File: config.mk
export PLATFORM = sky130hd
export DESIGN_NAME = mapped_eps_bearer_context_parser
export DESIGN_NICKNAME = d
export VERILOG_FILES = /design/src/design/mebcp_pkg.sv /design/src/design/mapped_eps_bearer_context_parser.sv
export SDC_FILE = /design/constraint.sdc
export NUM_CORES = 1
export LEC_CHECK = 0
export BUFFER_PORTS_ARGS = -buffer_cell sky130_fd_sc_hd__buf_2
export CELL_PAD_IN_SITES_DETAIL_PLACEMENT = 1
export CELL_PAD_IN_SITES_GLOBAL_PLACEMENT = 1
export CORE_ASPECT_RATIO = 0.6
export CORE_UTILIZATION = 46
export CTS_BUF_LIST = sky130_fd_sc_hd__clkbuf_4
export CTS_CLUSTER_DIAMETER = 50
export DETAILED_ROUTE_END_ITERATION = 12
export HOLD_SLACK_MARGIN = 0.02
export PLACE_DENSITY_LB_ADDON = 0.1
export SKIP_LAST_GASP = 1
export SYNTH_ARGS = -nofsm -noshare
export SYNTH_HDL_FRONTEND = slang
export SYNTH_SLANG_ARGS = --single-unit
File: constraint.sdc
create_clock -name clk -period 4.3 [get_ports clk]
set_input_delay 0.86 -clock clk [delete_from_list [all_inputs] [get_ports clk]]
set_output_delay 0.86 -clock clk [all_outputs]
set_load 0.05 [all_outputs]
File: src/design/mebcp_pkg.sv
// Shared types and codes for the mapped EPS bearer context parser.
`default_nettype none

package mebcp_pkg;

    // Field kinds reported per byte
    localparam logic [2:0] KIND_BEARER   = 3'd0;
    localparam logic [2:0] KIND_LEN_HI   = 3'd1;
    localparam logic [2:0] KIND_LEN_LO   = 3'd2;
    localparam logic [2:0] KIND_OP       = 3'd3;
    localparam logic [2:0] KIND_PAR_ID   = 3'd4;
    localparam logic [2:0] KIND_PAR_LEN  = 3'd5;
    localparam logic [2:0] KIND_CONTENT  = 3'd6;

    localparam logic [1:0] OP_RESERVED   = 2'd0;
    localparam logic [1:0] OP_CREATE     = 2'd1;
    localparam logic [1:0] OP_DELETE     = 2'd2;
    localparam logic [1:0] OP_MODIFY     = 2'd3;

    localparam logic [7:0] CTX_FIRST     = 8'd1;
    localparam logic [7:0] CTX_MAX       = 8'hff;

    typedef enum logic [6:0] {
        PH_BEARER  = 7'b0000001,
        PH_LEN_HI  = 7'b0000010,
        PH_LEN_LO  = 7'b0000100,
        PH_OP      = 7'b0001000,
        PH_PAR_ID  = 7'b0010000,
        PH_PAR_LEN = 7'b0100000,
        PH_CONTENT = 7'b1000000
    } phase_t;

    typedef struct packed {
        logic [2:0]  field_kind;
        logic [7:0]  context_number;
        logic [3:0]  parameter_number;
        logic [3:0]  bearer_identity;
        logic [15:0] context_length;
        logic [1:0]  operation_code;
        logic        e_bit;
        logic        e_bit_means_replacement;
        logic [3:0]  parameter_count;
        logic [7:0]  parameter_id;
        logic [7:0]  parameter_length;
        logic        truncated;
    } result_t;

endpackage

`default_nettype wire

File: src/design/mapped_eps_bearer_context_parser.sv
// Byte classifier for the value part of a Mapped EPS bearer contexts element.
// One byte is taken per cycle while in_stall is low, and its classification
// appears in an output register in the following cycle; the only loop is the
// parse state update, which is a few small counters and a one-hot phase, so
// throughput is one request per clock while not stalled. in_stall rises only
// when the output register holds an untaken result and out_stall is high.
// first_of_element restarts parsing before its byte; last_of_element flags
// truncation when a structure is left open and then restarts parsing after its
// byte. Results carry zero in fields that do not apply to their field_kind.
`default_nettype none

module mapped_eps_bearer_context_parser
    import mebcp_pkg::*;
(
    input  wire logic        clk,
    input  wire logic        rst_n,

    input  wire logic        in_valid,
    output logic             in_stall,
    input  wire logic [7:0]  data_byte,
    input  wire logic        first_of_element,
    input  wire logic        last_of_element,

    output logic             out_valid,
    input  wire logic        out_stall,
    output logic [2:0]       field_kind,
    output logic [7:0]       context_number,
    output logic [3:0]       parameter_number,
    output logic [3:0]       bearer_identity,
    output logic [15:0]      context_length,
    output logic [1:0]       operation_code,
    output logic             e_bit,
    output logic             e_bit_means_replacement,
    output logic [3:0]       parameter_count,
    output logic [7:0]       parameter_id,
    output logic [7:0]       parameter_length,
    output logic             truncated
);

    phase_t      phase_reg, phase_next;
    logic [7:0]  ctx_reg, ctx_next;
    logic [3:0]  pnum_reg, pnum_next;
    logic [3:0]  pleft_reg, pleft_next;
    logic [7:0]  cleft_reg, cleft_next;
    logic [7:0]  lenhi_reg, lenhi_next;
    logic        out_valid_reg, out_valid_next;
    result_t     res_reg, res_next;

    phase_t      phase_cur;
    logic [7:0]  ctx_cur, ctx_inc;
    logic [3:0]  pnum_cur, pleft_cur, pleft_dec;
    logic [7:0]  cleft_cur, cleft_dec;
    logic [7:0]  lenhi_cur;
    logic        accept;

    assign in_stall = out_valid_reg & out_stall;
    assign accept   = in_valid & ~in_stall;

    always_comb
    begin
        // A new element discards whatever was left open
        phase_cur = first_of_element ? PH_BEARER : phase_reg;
        ctx_cur   = first_of_element ? CTX_FIRST : ctx_reg;
        pnum_cur  = first_of_element ? 4'd0 : pnum_reg;
        pleft_cur = first_of_element ? 4'd0 : pleft_reg;
        cleft_cur = first_of_element ? 8'd0 : cleft_reg;
        lenhi_cur = first_of_element ? 8'd0 : lenhi_reg;

        ctx_inc   = (ctx_cur != CTX_MAX) ? ctx_cur + 8'd1 : ctx_cur;
        pleft_dec = pleft_cur - 4'd1;
        cleft_dec = cleft_cur - 8'd1;

        phase_next = phase_cur;
        ctx_next   = ctx_cur;
        pnum_next  = pnum_cur;
        pleft_next = pleft_cur;
        cleft_next = cleft_cur;
        lenhi_next = lenhi_cur;

        res_next = '0;
        res_next.context_number = ctx_cur;

        unique case (phase_cur)
            PH_LEN_HI:
            begin
                res_next.field_kind = KIND_LEN_HI;
                lenhi_next = data_byte;
                phase_next = PH_LEN_LO;
            end
            PH_LEN_LO:
            begin
                res_next.field_kind     = KIND_LEN_LO;
                res_next.context_length = {lenhi_cur, data_byte};
                phase_next = PH_OP;
            end
            PH_OP:
            begin
                res_next.field_kind              = KIND_OP;
                res_next.operation_code          = data_byte[7:6];
                res_next.e_bit                   = data_byte[4];
                res_next.e_bit_means_replacement = (data_byte[7:6] == OP_MODIFY);
                res_next.parameter_count         = data_byte[3:0];
                if (data_byte[3:0] != 4'd0)
                begin
                    pleft_next = data_byte[3:0];
                    pnum_next  = 4'd1;
                    phase_next = PH_PAR_ID;
                end
                else
                begin
                    ctx_next   = ctx_inc;
                    pnum_next  = 4'd0;
                    pleft_next = 4'd0;
                    phase_next = PH_BEARER;
                end
            end
            PH_PAR_ID:
            begin
                res_next.field_kind       = KIND_PAR_ID;
                res_next.parameter_number = pnum_cur;
                res_next.parameter_id     = data_byte;
                phase_next = PH_PAR_LEN;
            end
            PH_PAR_LEN, PH_CONTENT:
            begin
                res_next.parameter_number = pnum_cur;
                if (phase_cur == PH_PAR_LEN)
                begin
                    res_next.field_kind       = KIND_PAR_LEN;
                    res_next.parameter_length = data_byte;
                    cleft_next = data_byte;
                end
                else
                begin
                    res_next.field_kind = KIND_CONTENT;
                    cleft_next = cleft_dec;
                end
                // Parameter done: empty length, or last content byte
                if ((phase_cur == PH_PAR_LEN && data_byte == 8'd0) ||
                    (phase_cur == PH_CONTENT && cleft_dec == 8'd0))
                begin
                    if (pleft_dec != 4'd0)
                    begin
                        pleft_next = pleft_dec;
                        pnum_next  = pnum_cur + 4'd1;
                        phase_next = PH_PAR_ID;
                    end
                    else
                    begin
                        ctx_next   = ctx_inc;
                        pnum_next  = 4'd0;
                        pleft_next = 4'd0;
                        phase_next = PH_BEARER;
                    end
                end
                else if (phase_cur == PH_PAR_LEN)
                begin
                    phase_next = PH_CONTENT;
                end
            end
            default:
            begin
                res_next.field_kind      = KIND_BEARER;
                res_next.bearer_identity = data_byte[7:4];
                phase_next = PH_LEN_HI;
            end
        endcase

        if (last_of_element)
        begin
            res_next.truncated = (phase_next != PH_BEARER);
            phase_next = PH_BEARER;
            ctx_next   = CTX_FIRST;
            pnum_next  = 4'd0;
            pleft_next = 4'd0;
            cleft_next = 8'd0;
            lenhi_next = 8'd0;
        end

        out_valid_next = accept | in_stall;
    end

    always_ff @(posedge clk or negedge rst_n)
    begin
        if (!rst_n)
        begin
            phase_reg     <= PH_BEARER;
            ctx_reg       <= CTX_FIRST;
            pnum_reg      <= 4'd0;
            pleft_reg     <= 4'd0;
            cleft_reg     <= 8'd0;
            lenhi_reg     <= 8'd0;
            out_valid_reg <= 1'b0;
        end
        else
        begin
            out_valid_reg <= out_valid_next;
            if (accept)
            begin
                phase_reg <= phase_next;
                ctx_reg   <= ctx_next;
                pnum_reg  <= pnum_next;
                pleft_reg <= pleft_next;
                cleft_reg <= cleft_next;
                lenhi_reg <= lenhi_next;
            end
        end
    end

    always_ff @(posedge clk)
    begin
        if (accept)
        begin
            res_reg <= res_next;
        end
    end

    assign out_valid               = out_valid_reg;
    assign field_kind              = res_reg.field_kind;
    assign context_number          = res_reg.context_number;
    assign parameter_number        = res_reg.parameter_number;
    assign bearer_identity         = res_reg.bearer_identity;
    assign context_length          = res_reg.context_length;
    assign operation_code          = res_reg.operation_code;
    assign e_bit                   = res_reg.e_bit;
    assign e_bit_means_replacement = res_reg.e_bit_means_replacement;
    assign parameter_count         = res_reg.parameter_count;
    assign parameter_id            = res_reg.parameter_id;
    assign parameter_length        = res_reg.parameter_length;
    assign truncated               = res_reg.truncated;

    // End of element always leaves the parser at a fresh context
    assert property (@(posedge clk) disable iff (!rst_n)
        accept && last_of_element |=> phase_reg == PH_BEARER && ctx_reg == CTX_FIRST)
        else $error("parse state not restarted after last byte");

    assert property (@(posedge clk) disable iff (!rst_n)
        out_valid_reg |-> context_number != 8'd0)
        else $error("context number is zero");

    assert property (@(posedge clk) disable iff (!rst_n)
        out_valid_reg && (field_kind == KIND_PAR_ID || field_kind == KIND_PAR_LEN ||
                          field_kind == KIND_CONTENT) |-> parameter_number != 4'd0)
        else $error("parameter byte without parameter number");

    assert property (@(posedge clk) disable iff (!rst_n)
        out_valid_reg && e_bit_means_replacement |->
            field_kind == KIND_OP && operation_code == OP_MODIFY)
        else $error("replacement flag outside a modify operation byte");

    assert property (@(posedge clk) disable iff (!rst_n)
        phase_reg == PH_CONTENT |-> cleft_reg != 8'd0 && pleft_reg != 4'd0)
        else $error("content phase with nothing left to read");

endmodule

`default_nettype wire
# == After elaboration in Yosys (flattened, before gate mapping) ==
# Index checks and enable logic that the tools add are counted.
# totals
output_inout_bits,62
memories,0
rom_bits,0
register_bits,100
word_cells,82
ramBits,0
latchBits,0
input_bits,14
# classes
shifts,0
n_eq_ne,9
bitwise,4
reduce_logical,11
n_div,0
mux,35
magnitude_cmp,0
n_addsub,4
multipliers,0
# op_table
operator,count
two-way mux 8 bit,13
two-way mux 4 bit,9
one-hot mux 7 bit (5 select lines),1
two-way mux 7 bit,4
logical NOT 8 bit,2
one-hot mux 4 bit (2 select lines),2
one-hot mux 8 bit (2 select lines),1
one-hot mux 3 bit (5 select lines),1
two-way mux 5 bit,2
adder 8 x 1 -> 8 bit (second input constant),1
!= test 8 bit (second input constant),1
nonzero test 4 bit,2
subtractor 8 x 1 -> 8 bit (second input constant),1
equality test 7 x 2 -> 1 bit (second input constant),1
equality test 7 x 3 -> 1 bit (second input constant),1
equality test 7 x 4 -> 1 bit (second input constant),1
equality test 7 x 5 -> 1 bit (second input constant),1
equality test 7 x 6 -> 1 bit (second input constant),1
equality test 7 bit (second input constant),1
!= test 7 x 1 -> 1 bit (second input constant),1
OR reduction 6 bit,1
adder 4 x 1 -> 4 bit (second input constant),1
subtractor 4 x 1 -> 4 bit (second input constant),1
OR reduction 3 bit,1
10 further kinds,12

# == Longest topological paths before layout ==
# Gate-level depths: netlist (run 1).
# logic_depth
word_depth,8
depth_mapped,14
ltp_nobuf,9

# == Least setup slack after synthesis (run 1) ==
# Ideal clock, no wire load.
# synth_path
kind,input to register
startpoint,in out_stall
endpoint,reg pleft_reg[1]
path_slack_ns,0.660
required_ns,4.176
stages,7
n_path_buf,1
arrival_time_ns,3.516
setup_time_ns,0.124
cell_sequence,nand2_1 > nand2_1 > inv_1 > clkbuf_1 > o31ai_1 > nand2_1 > o21ai_1
# synth_between
elab_chain_cells,3
# synth_rtl
item,line,text
"start, declared",mapped_eps_bearer_context_parser.sv:25,"input wire logic out_stall,"
bitwise AND 1 bit,mapped_eps_bearer_context_parser.sv:56,assign in_stall = out_valid_reg & out_stall;
inverter 1 bit,mapped_eps_bearer_context_parser.sv:57,assign accept = in_valid & ~in_stall;
bitwise AND 1 bit,mapped_eps_bearer_context_parser.sv:57,
net accept,mapped_eps_bearer_context_parser.sv:54,logic accept;
"end signal, assigned",mapped_eps_bearer_context_parser.sv:203,pleft_reg <= pleft_next;
"end, declared",mapped_eps_bearer_context_parser.sv:43,"logic [3:0] pleft_reg, pleft_next;"
# The timed path passes the listed nets, and every way through them passes these cells.
# A chain may end at the register's enable or synchronous reset.

# == Worst setup path in the final report (run 1) ==
# layout_path
startpoint,in first_of_element
endpoint,reg ctx_reg[7]
# layout_between
elab_chain_cells,8
elab_cells_between_ends,23
classes_between,add/sub (3); eq/ne (4); mux (10); reduce/logical (6)
# layout_rtl
item,line,text
"start, declared",mapped_eps_bearer_context_parser.sv:21,"input wire logic first_of_element,"
two-way mux 8 bit,mapped_eps_bearer_context_parser.sv:66,cleft_cur = first_of_element ? 8'd0 : cleft_reg;
subtractor 8 x 1 -> 8 bit,mapped_eps_bearer_context_parser.sv:71,cleft_dec = cleft_cur - 8'd1;
logical NOT 8 bit,mapped_eps_bearer_context_parser.sv:140,(phase_cur == PH_CONTENT && cleft_dec == 8'd0))
logical AND 1 bit,mapped_eps_bearer_context_parser.sv:140,
logical OR 1 bit,mapped_eps_bearer_context_parser.sv:139,if ((phase_cur == PH_PAR_LEN && data_byte == 8'd0) ||
two-way mux 8 bit,mapped_eps_bearer_context_parser.sv:139,
one-hot mux 8 bit (2 select lines) *,mapped_eps_bearer_context_parser.sv:83,unique case (phase_cur)
two-way mux 8 bit *,mapped_eps_bearer_context_parser.sv:169,if (last_of_element)
"end signal, assigned",mapped_eps_bearer_context_parser.sv:201,ctx_reg <= ctx_next;
"end, declared",mapped_eps_bearer_context_parser.sv:41,"logic [7:0] ctx_reg, ctx_next;"
# Mark *: on every way between the ends. The rest lies on a longest branch, timed or not.

==> results of run 1 <==
[cell families (layout without fill, tap and decap cells)]
group                    after synthesis  in the layout  share of synthesized area
AND/OR/NAND/NOR                      182            182                     0.2130
flip-flops                           100            100                     0.5909
AO/OA/AOI/OAI                         88             88                     0.1289
buffers and inverters                 35            115                    0.03005
XOR/XNOR                               7              7                    0.01292
adder cells (fa/ha/maj)                6              6                    0.01581
multiplexers                           4              4                   0.008435
[final cells by class]
class / count / area (um^2) / area share
flip-flops and latches: 100 / 2805 / 0.5183
multi-input cells: 287 / 1799 / 0.3324
repair buffers: 85 / 450.4 / 0.08322
well taps: 135 / 168.9 / 0.03121
clock inverters: 7 / 68.82 / 0.01271
clock buffers: 9 / 67.56 / 0.01248
inverters: 14 / 52.55 / 0.009709
[layer usage]
layer,wire length (um),share of wire,GRT usage
met2,5589,0.45,0.3880
met4,72,0.0058,0.06136
met5,0,0,0
met3,730,0.059,0.04798
met1,6064,0.49,0.3729
[power breakdown]
| part | internal, W | switching [W] | leakage (nW) |
|---|---|---|---|
| Combinational | 0.0000407 | 0.000172 | 1.11 |
| Clock | 0.000136 | 0.000352 | 0.0751 |
| Sequential | 0.00105 | 0.0000116 | 1.14 |
| Total | 0.00123 | 0.000535 | 2.32 |
[through the flow]
stage	util	setup slack, ns	hold slack (ns)	area (um^2)	total power, W
finish	0.5440	1.207	0.5165	5413	0.001764
floorplan	-	0.6602	0.4553	4747	0.001229
detailed placement	0.5303	0.7480	0.4837	5276	0.001299
global route	0.5440	1.032	0.5436	5413	0.001821
CTS	0.5440	1.257	0.5256	5413	0.001781
global placement	0.5303	0.8696	0.4831	5276	0.001296
[how the worst min path moves through the flow]
stage | startpoint | to | slack [ns] | cells after the start
CTS | lenhi_reg[1] | lenhi_reg[1] | 0.53 | 1
finish | lenhi_reg[1] | lenhi_reg[1] | 0.52 | 1
global route | pnum_reg[0] | pnum_reg[0] | 0.54 | 1
detailed placement | lenhi_reg[1] | lenhi_reg[1] | 0.48 | 1
floorplan | lenhi_reg[7] | lenhi_reg[7] | 0.46 | 2
global placement | lenhi_reg[0] | lenhi_reg[0] | 0.48 | 1
[worst register-to-register path, cell delays in order, from the launching register on]
cell                       delay (ns)
sky130_fd_sc_hd__dfrtp_1         0.53
sky130_fd_sc_hd__o31a_1          0.35
sky130_fd_sc_hd__or3_1           0.38
sky130_fd_sc_hd__or4_4           0.55
sky130_fd_sc_hd__o21ai_4         0.39
sky130_fd_sc_hd__a22oi_4         0.17
sky130_fd_sc_hd__nand2b_4        0.22
sky130_fd_sc_hd__o32ai_1         0.30
[placed cells by master, fill, tap and decap left out, types with 4 or more instances in the layout]
| master | count |
|---|---|
| sky130_fd_sc_hd__edfxtp_1 | 60 |
| sky130_fd_sc_hd__o21bai_1 | 4 |
| sky130_fd_sc_hd__nor2b_1 | 12 |
| sky130_fd_sc_hd__xnor2_1 | 4 |
| sky130_fd_sc_hd__nand2_1 | 33 |
| sky130_fd_sc_hd__buf_2 | 75 |
| sky130_fd_sc_hd__nor4_1 | 8 |
| sky130_fd_sc_hd__nor3_1 | 6 |
| sky130_fd_sc_hd__a22o_1 | 14 |
| sky130_fd_sc_hd__o21ai_0 | 16 |
| sky130_fd_sc_hd__clkbuf_4 | 9 |
| sky130_fd_sc_hd__nor3b_1 | 4 |
| sky130_fd_sc_hd__ha_1 | 6 |
| sky130_fd_sc_hd__a21oi_1 | 12 |
| sky130_fd_sc_hd__and3_1 | 4 |
| sky130_fd_sc_hd__o22ai_1 | 6 |
| sky130_fd_sc_hd__nand3_1 | 8 |
| sky130_fd_sc_hd__inv_1 | 13 |
| sky130_fd_sc_hd__o21ai_1 | 10 |
| sky130_fd_sc_hd__and2_1 | 45 |
| sky130_fd_sc_hd__nand2b_1 | 10 |
| sky130_fd_sc_hd__buf_4 | 10 |
| sky130_fd_sc_hd__nor2_1 | 30 |
| sky130_fd_sc_hd__mux2i_1 | 4 |
| sky130_fd_sc_hd__dfrtp_1 | 38 |
| sky130_fd_sc_hd__or3_1 | 4 |
| sky130_fd_sc_hd__nand3b_1 | 4 |
==> impl.org, run 1 <==
** Cells and area
- Area delta synth->final :: 14.02%
- Final-layout fill cell count :: roughly 1,100
- In the final layout, the share of cells above drive strength 1 is 0.2211.
- For this run, the number of standard cells in the final layout without fillers is 637.
- 0 antenna diodes ended up in the layout.
- Nets@finish :: 517
- Max FFs per register :: 16

** Outcome
- The run finished with clean final reports.

** Critical path
- In this run the worst path has a maximum fanout of 23.
- At the worst endpoint, the required time is 4.67 ns.
- The most critical setup path has its endpoint at ctx_reg[7].
- Start point of the critical path :: first_of_element
- Worst r2r path cells :: 7
- CP Class :: input pin to flip-flop
- Data arrives at the worst endpoint at 3.47 ns.
- STA classifies the critical path startpoint as an input pin.
- The worst register-to-register path ends at ctx_reg[7].
- Cell-by-cell trace of the critical path :: buf_2 -> nand2b_1 -> ha_1 -> mux2i_1 -> or4_4 -> o21ai_4 -> a22oi_4 -> nand2b_4 -> o32ai_1
- The worst setup path is captured at a flip-flop.
- Worst reg-to-reg setup slack :: approximately 1.3 ns
- Cell type of the slowest stage on the worst timing path :: sky130_fd_sc_hd__or4_4
- Highest cell delay on the worst timing path :: 0.51 ns
- Worst path top cell family by delay :: simple AND/OR/NAND/NOR gates
- The worst register-to-register path begins at cleft_reg[0].
- Logic depth of the worst setup path including buffers :: 9
- Buffers plus inverters on the worst setup path :: 1

** Timing
- Minimum clock period after layout :: 3.093 ns
- For the pin with the worst max-slew slack, the measured transition is 0.9933 ns.
- Hold Violations, Final :: 0
- Final TNS setup :: 0 ns
- The worst pin sits at a relative slew slack of 0.3378.
- Maximum frequency from static timing analysis :: 0.3233 GHz
- Setup repair after global routing left no endpoint under its margin.
- Between clock sinks in the finished design, the worst skew comes to 0.01212 ns.
- Setup violations remaining at the end of the flow were counted as 0.
- The number of max-slew violations in the final report came to 0.
- Ratio of final minimum period to clock period :: 0.7194

** Global routing
- Antenna violations before repair :: 0
- For this run, the total global-route usage over all layers was measured as 0.2542.
- First-pass GRT wire length :: 20,390 um
- Entering global routing, the biggest net connects 41 pins.
- The number of global-route vias before repair was 3,664.
- Global routing finished with a remaining overflow of 0.

** Clock network
- CTS built an H-tree with a depth of 3.
- TritonCTS built the clock tree.
- Hold repair after CTS inserted 0 buffers.
- Cts repair resizes :: 0
- Once the clock tree was built, the setup fixing pass inserted 0 buffers.
- The longest clock path from root to sink contains 2 buffers.
- Total number of clock tree sinks :: 100
- Clock buffer count from CTS :: 9
- Clock latency on the worst-skew pair, taken at its later pin, is about 0.46 ns.
- CTS placed an instance of sky130_fd_sc_hd__clkbuf_4 at the clock tree root.
- Clock slew at reported path FFs :: 0.17 ns

** Min path
- The tightest min-delay check is of the flip-flop to flip-flop type.

** Yosys
- Syn_area_per_cell :: 11.25 um^2
- Commonest register cell after synthesis :: sky130_fd_sc_hd__edfxtp_1
- The share of synthesized area in the top cell type comes to 0.3795.
- After synthesis, the netlist uses between 50 and 60 different library cells.
- In the post-synthesis netlist, the biggest area contributors are sky130_fd_sc_hd__edfxtp_1 (38%), sky130_fd_sc_hd__dfrtp_1 (20%), sky130_fd_sc_hd__and2_1 (5.9%), sky130_fd_sc_hd__nand2_1 (2.6%), sky130_fd_sc_hd__a22o_1 (2.6%).
- Summing every instance area after synthesis gives 4747 um^2.
- Seq cells post-synth :: 100
- Number of enable-type register cells in the synthesized netlist :: 60
- Area leader, netlist :: sky130_fd_sc_hd__edfxtp_1
- Count of mapped cells out of synthesis :: 422
- Leading cell types by count after synthesis :: sky130_fd_sc_hd__edfxtp_1 (60), sky130_fd_sc_hd__and2_1 (45), sky130_fd_sc_hd__dfrtp_1 (38)
- The Yosys step of the flow raised 0 warnings.
- For this run, the register share of the synthesized area comes to 0.5909.
- Total nets after synthesis :: 442
- Most common cell in the netlist :: sky130_fd_sc_hd__edfxtp_1
- In the synthesized netlist the async set-or-reset flop fraction comes to 0.4000.

** Die
- The floorplan has 28 rows.
- For this configuration, the core starts out at a cell density of 0.4771.
- In this run the horizontal extent of the chip is ~130 um.
- Chip height :: 80.69 um
- The die covers 10,740 um^2.
- Number of placed I/O pins :: 76
- The region available for standard cell placement spans 9950 um^2.

** Placement
- After detailed placement, the design holds a cell count of between 600 and 700.
- I/O Buffers :: between 70 and 80
- DP Wirelength :: 9038 um
- The congestion estimate from routability-driven global placement came to approximately 0.83.

** Detailed routing
- Post-route ant nets :: 0
- Post-detailed-route via-to-cell ratio :: 5.615
- Starting DRT DRC Count :: 268
- WL/cell :: 19.55 um
- Across all layers, the routed design uses 3,577 vias.
- Post-route DRC :: 0
- Number of detailed-route iterations in the first pass :: 5
- Wires add up to ~12,000 um.

** Power and ir drop
- For this design the ratio of total power to cell area is 325.9 nW/um^2.
- The worst-case IR drop observed on VDD is 0.1878 mV.
- In this run the static leakage power is 2.317 nW.

** Run
- Max-cap violations in this run came to 0.
Note: power is estimated with default switching activity, not from simulation.
==> inputs of run 2 (changes only) <==
clock period = 2.9 ns   (was 4.3 ns; I/O delays follow)
==> run 2 against run 1 <==
Cell count is 3.8% higher. Critical path depth is 1 lower. Clock power is 56% higher. Largest power group unchanged.
==> impl.org, run 2 (synthesis results as in run 1) <==
** Timing
- Of the available clock period, the critical path in the final layout requires 0.9189.
- Hold Violations, Final :: 0
- Static timing analysis puts the maximum clock frequency at 0.3753 GHz.
- The worst path in the final design needs a cycle of 2.665 ns, including I/O delays and setup.
- Setup violations remaining at the end of the flow were counted as 0.
- Final TNS setup :: 0 ns
- RSZ-0062 raised after global routing :: false
- Max-slew violation total from the final report :: 0
- Worst-Margin Slew :: 0.6308 ns
- On the final layout, the worst clock skew is 0.01138 ns.
- Slew Limit Headroom :: 0.5766

** Critical path
- RR Endpoint :: pnum_reg[2]
- Source of the worst register-to-register timing path :: cleft_reg[0]
- At the worst endpoint, the required time is 3.27 ns.
- Cell-by-cell trace of the critical path :: o31a_1 -> or3_1 -> or4_4 -> o21ai_4 -> buf_4 -> nand2_1 -> a31oi_1 -> mux2i_1
- Worst reg-to-reg setup slack :: approximately 0.24 ns
- Endpoint type of the worst setup path :: flip-flop
- Endpoint of the most critical setup path :: pnum_reg[2]
- Cell type of the slowest stage on the worst timing path :: sky130_fd_sc_hd__dfrtp_1
- The critical path starts at cleft_reg[0].
- CP Class :: flip-flop to flip-flop
- Worst r2r path cells :: 8
- Kind of start point of the critical path :: flip-flop
- For this run, the slowest stage of the critical path takes 0.54 ns.
- Worst path arrival time :: 3.03 ns
- Along the worst path, the maximum fanout reaches 11.

** Clock network
- Counting the buffers created by CTS gives 9.
- CTS built an H-tree with a depth of 3.
- Clock slew at reported path FFs :: roughly 0.16 ns
- At the later pin of the worst-skew pair, clock insertion delay measures around 0.46 ns.
- The tree built by TritonCTS fans out to 100 sinks.
- Maximum count of clock buffers along a single path :: 2
- TritonCTS built the clock tree.
- In this run the clock root is driven by a sky130_fd_sc_hd__clkbuf_4.

** Power and ir drop
- Dividing total power by cell area gives a power density of 475.5 nW/um^2.
- Across the VDD grid, the largest voltage drop is 0.2849 mV.
- Leakage power :: ~2.4 nW
- The completed layout was analyzed and its total power is 0.002676 W.

** Detailed routing
- In the routed layout, each cell is associated on average with a via count of 5.617.
- After the first detailed-routing iteration, the DRC count stood at 293.
- Total Wirelength :: 12,990 um
- Post-route DRC :: 0
- The detailed router placed 3,713 vias in this run.
- Once detail routing completed, the nets flagged for antenna violations numbered 0.
- WL/cell :: 19.66 um
- Number of detailed-route iterations in the first pass :: 6

** Die
- Initial Utilization :: 0.4771
- Placeable Area :: 9950 um^2
- The die is 80.69 um tall.
- The floorplan has 28 rows.
- From left edge to right edge, the die measures 133.1 um.
- Number of placed I/O pins :: 76
- Die outline area :: between 10,000 and 15,000 um^2

** Global routing
- Aggregate global routing overflow :: 0
- Global-route usage over all layers :: 0.2598
- Antenna violations before repair :: 0
- First-pass GRT wire length :: roughly 21,000 um
- The number of global-route vias before repair is ~3,800.
- Entering global routing, the biggest net connects 38 pins.

** Cells and area
- The library cells used most frequently in the layout, excluding fill and tap cells, are sky130_fd_sc_hd__buf_2 (75), sky130_fd_sc_hd__edfxtp_1 (60), sky130_fd_sc_hd__and2_1 (45).
- The library cell used most frequently in the layout, excluding fill and tap cells, is sky130_fd_sc_hd__buf_2.
- In the final design database the tool counted 539 nets.
- Area delta synth->final :: 18.56%
- The register with the most flip-flops in the layout has 16 of them.
- Share of cells above drive strength 1 :: 0.2576

** Min path
- Worst hold-check path type :: input pin to flip-flop

** Run
- The tool flagged a number of max-cap violations equal to 0.

** Placement
- DP Wirelength :: roughly 9600 um
- The count of buffers added on input and output ports is 75.
- At the end of routability-driven placement, the weighted congestion stood at 0.8725.

** Outcome
- The flow ran to the end, and the final reports show no timing, DRC or antenna violations.
==> run 2: cell types whose count changed in the layout (fill, tap and decap cells not counted) <==
cell / change
sky130_fd_sc_hd__clkinvlp_4: +1
sky130_fd_sc_hd__ha_2: +1
sky130_fd_sc_hd__bufinv_16: +1
sky130_fd_sc_hd__clkinv_8: -1
sky130_fd_sc_hd__diode_2: +2
sky130_fd_sc_hd__buf_12: +1
sky130_fd_sc_hd__ha_1: -1
sky130_fd_sc_hd__dlygate4sd3_1: +1
sky130_fd_sc_hd__nand2b_1: -3
sky130_fd_sc_hd__buf_4: +20
sky130_fd_sc_hd__nand2b_4: +3
sky130_fd_sc_hd__clkinv_1: +1
sky130_fd_sc_hd__inv_8: -1
sky130_fd_sc_hd__clkinv_4: -1
==> run 2: power breakdown <==
group,internal (W),switching [W]
combinational,0.0000745,0.000261
sequential,0.00156,0.0000199
clock,0.000270,0.000490
total,0.00190,0.000772
==> run 2: critical path, delay by kind of cell, from the launching register on <==
kind | cells | cell delay [ns]
simple gates | 3 | 0.97
compound gates | 3 | 0.74
flops | 1 | 0.54
mux | 1 | 0.10
buf+inv | 1 | 0.22
==> run 2: routing by layer <==
metal	vias to the layer above	global-route usage	routed length (um)
met5	-	0	0
li1	1727	-	-
met3	9	0.06818	931
met2	135	0.3984	5890
met4	0	0.05795	66
met1	1842	0.3688	6104
==> run 2: timing repair <==
action / 4_1_cts / 5_1_grt
buffers inserted: 0 / 0
hold buffers: 1 / 0
gates resized for setup: 0 / 0
endpoints found under the hold margin: 15 / 0
==> run 2: worst min-delay path by stage <==
stage                       from      endpoint  slack, ns  cells after the start
CTS                     in_valid     out_valid       0.29                      2
global route            in_valid     out_valid       0.31                      2
floorplan                  rst_n  cleft_reg[0]       0.28                      0
global placement    lenhi_reg[7]  lenhi_reg[7]       0.48                      2
finish                  in_valid     out_valid       0.32                      2
detailed placement  lenhi_reg[4]  lenhi_reg[4]       0.49                      1
==> run 2: cell type report <==
cell class	instances	area (um^2)
Antenna cell	2	5.005
Clock buffer	9	67.56
Clock inverter	7	73.82
Fill cell	1104	4322
Inverter	14	52.55
Multi-Input combinational cell	287	1824
Sequential cell	100	2805
Tap cell	135	168.9
Timing Repair Buffer	107	630.6
==> run 2: per-stage QoR <==
stage          cell area (um^2)  setup slack, ns  utilization  cells  hold slack [ns]
2_1_floorplan              4807          0.04554            -    422           0.2844
3_3_place_gp               5472           0.1604       0.5499    642           0.4795
3_5_place_dp               5472          0.05012       0.5499    642           0.4877
4_1_cts                    5623           0.2238       0.5651    659           0.2880
5_1_grt                    5623          0.06900       0.5651    659           0.3124
6_report                   5628           0.2352       0.5656    661           0.3162
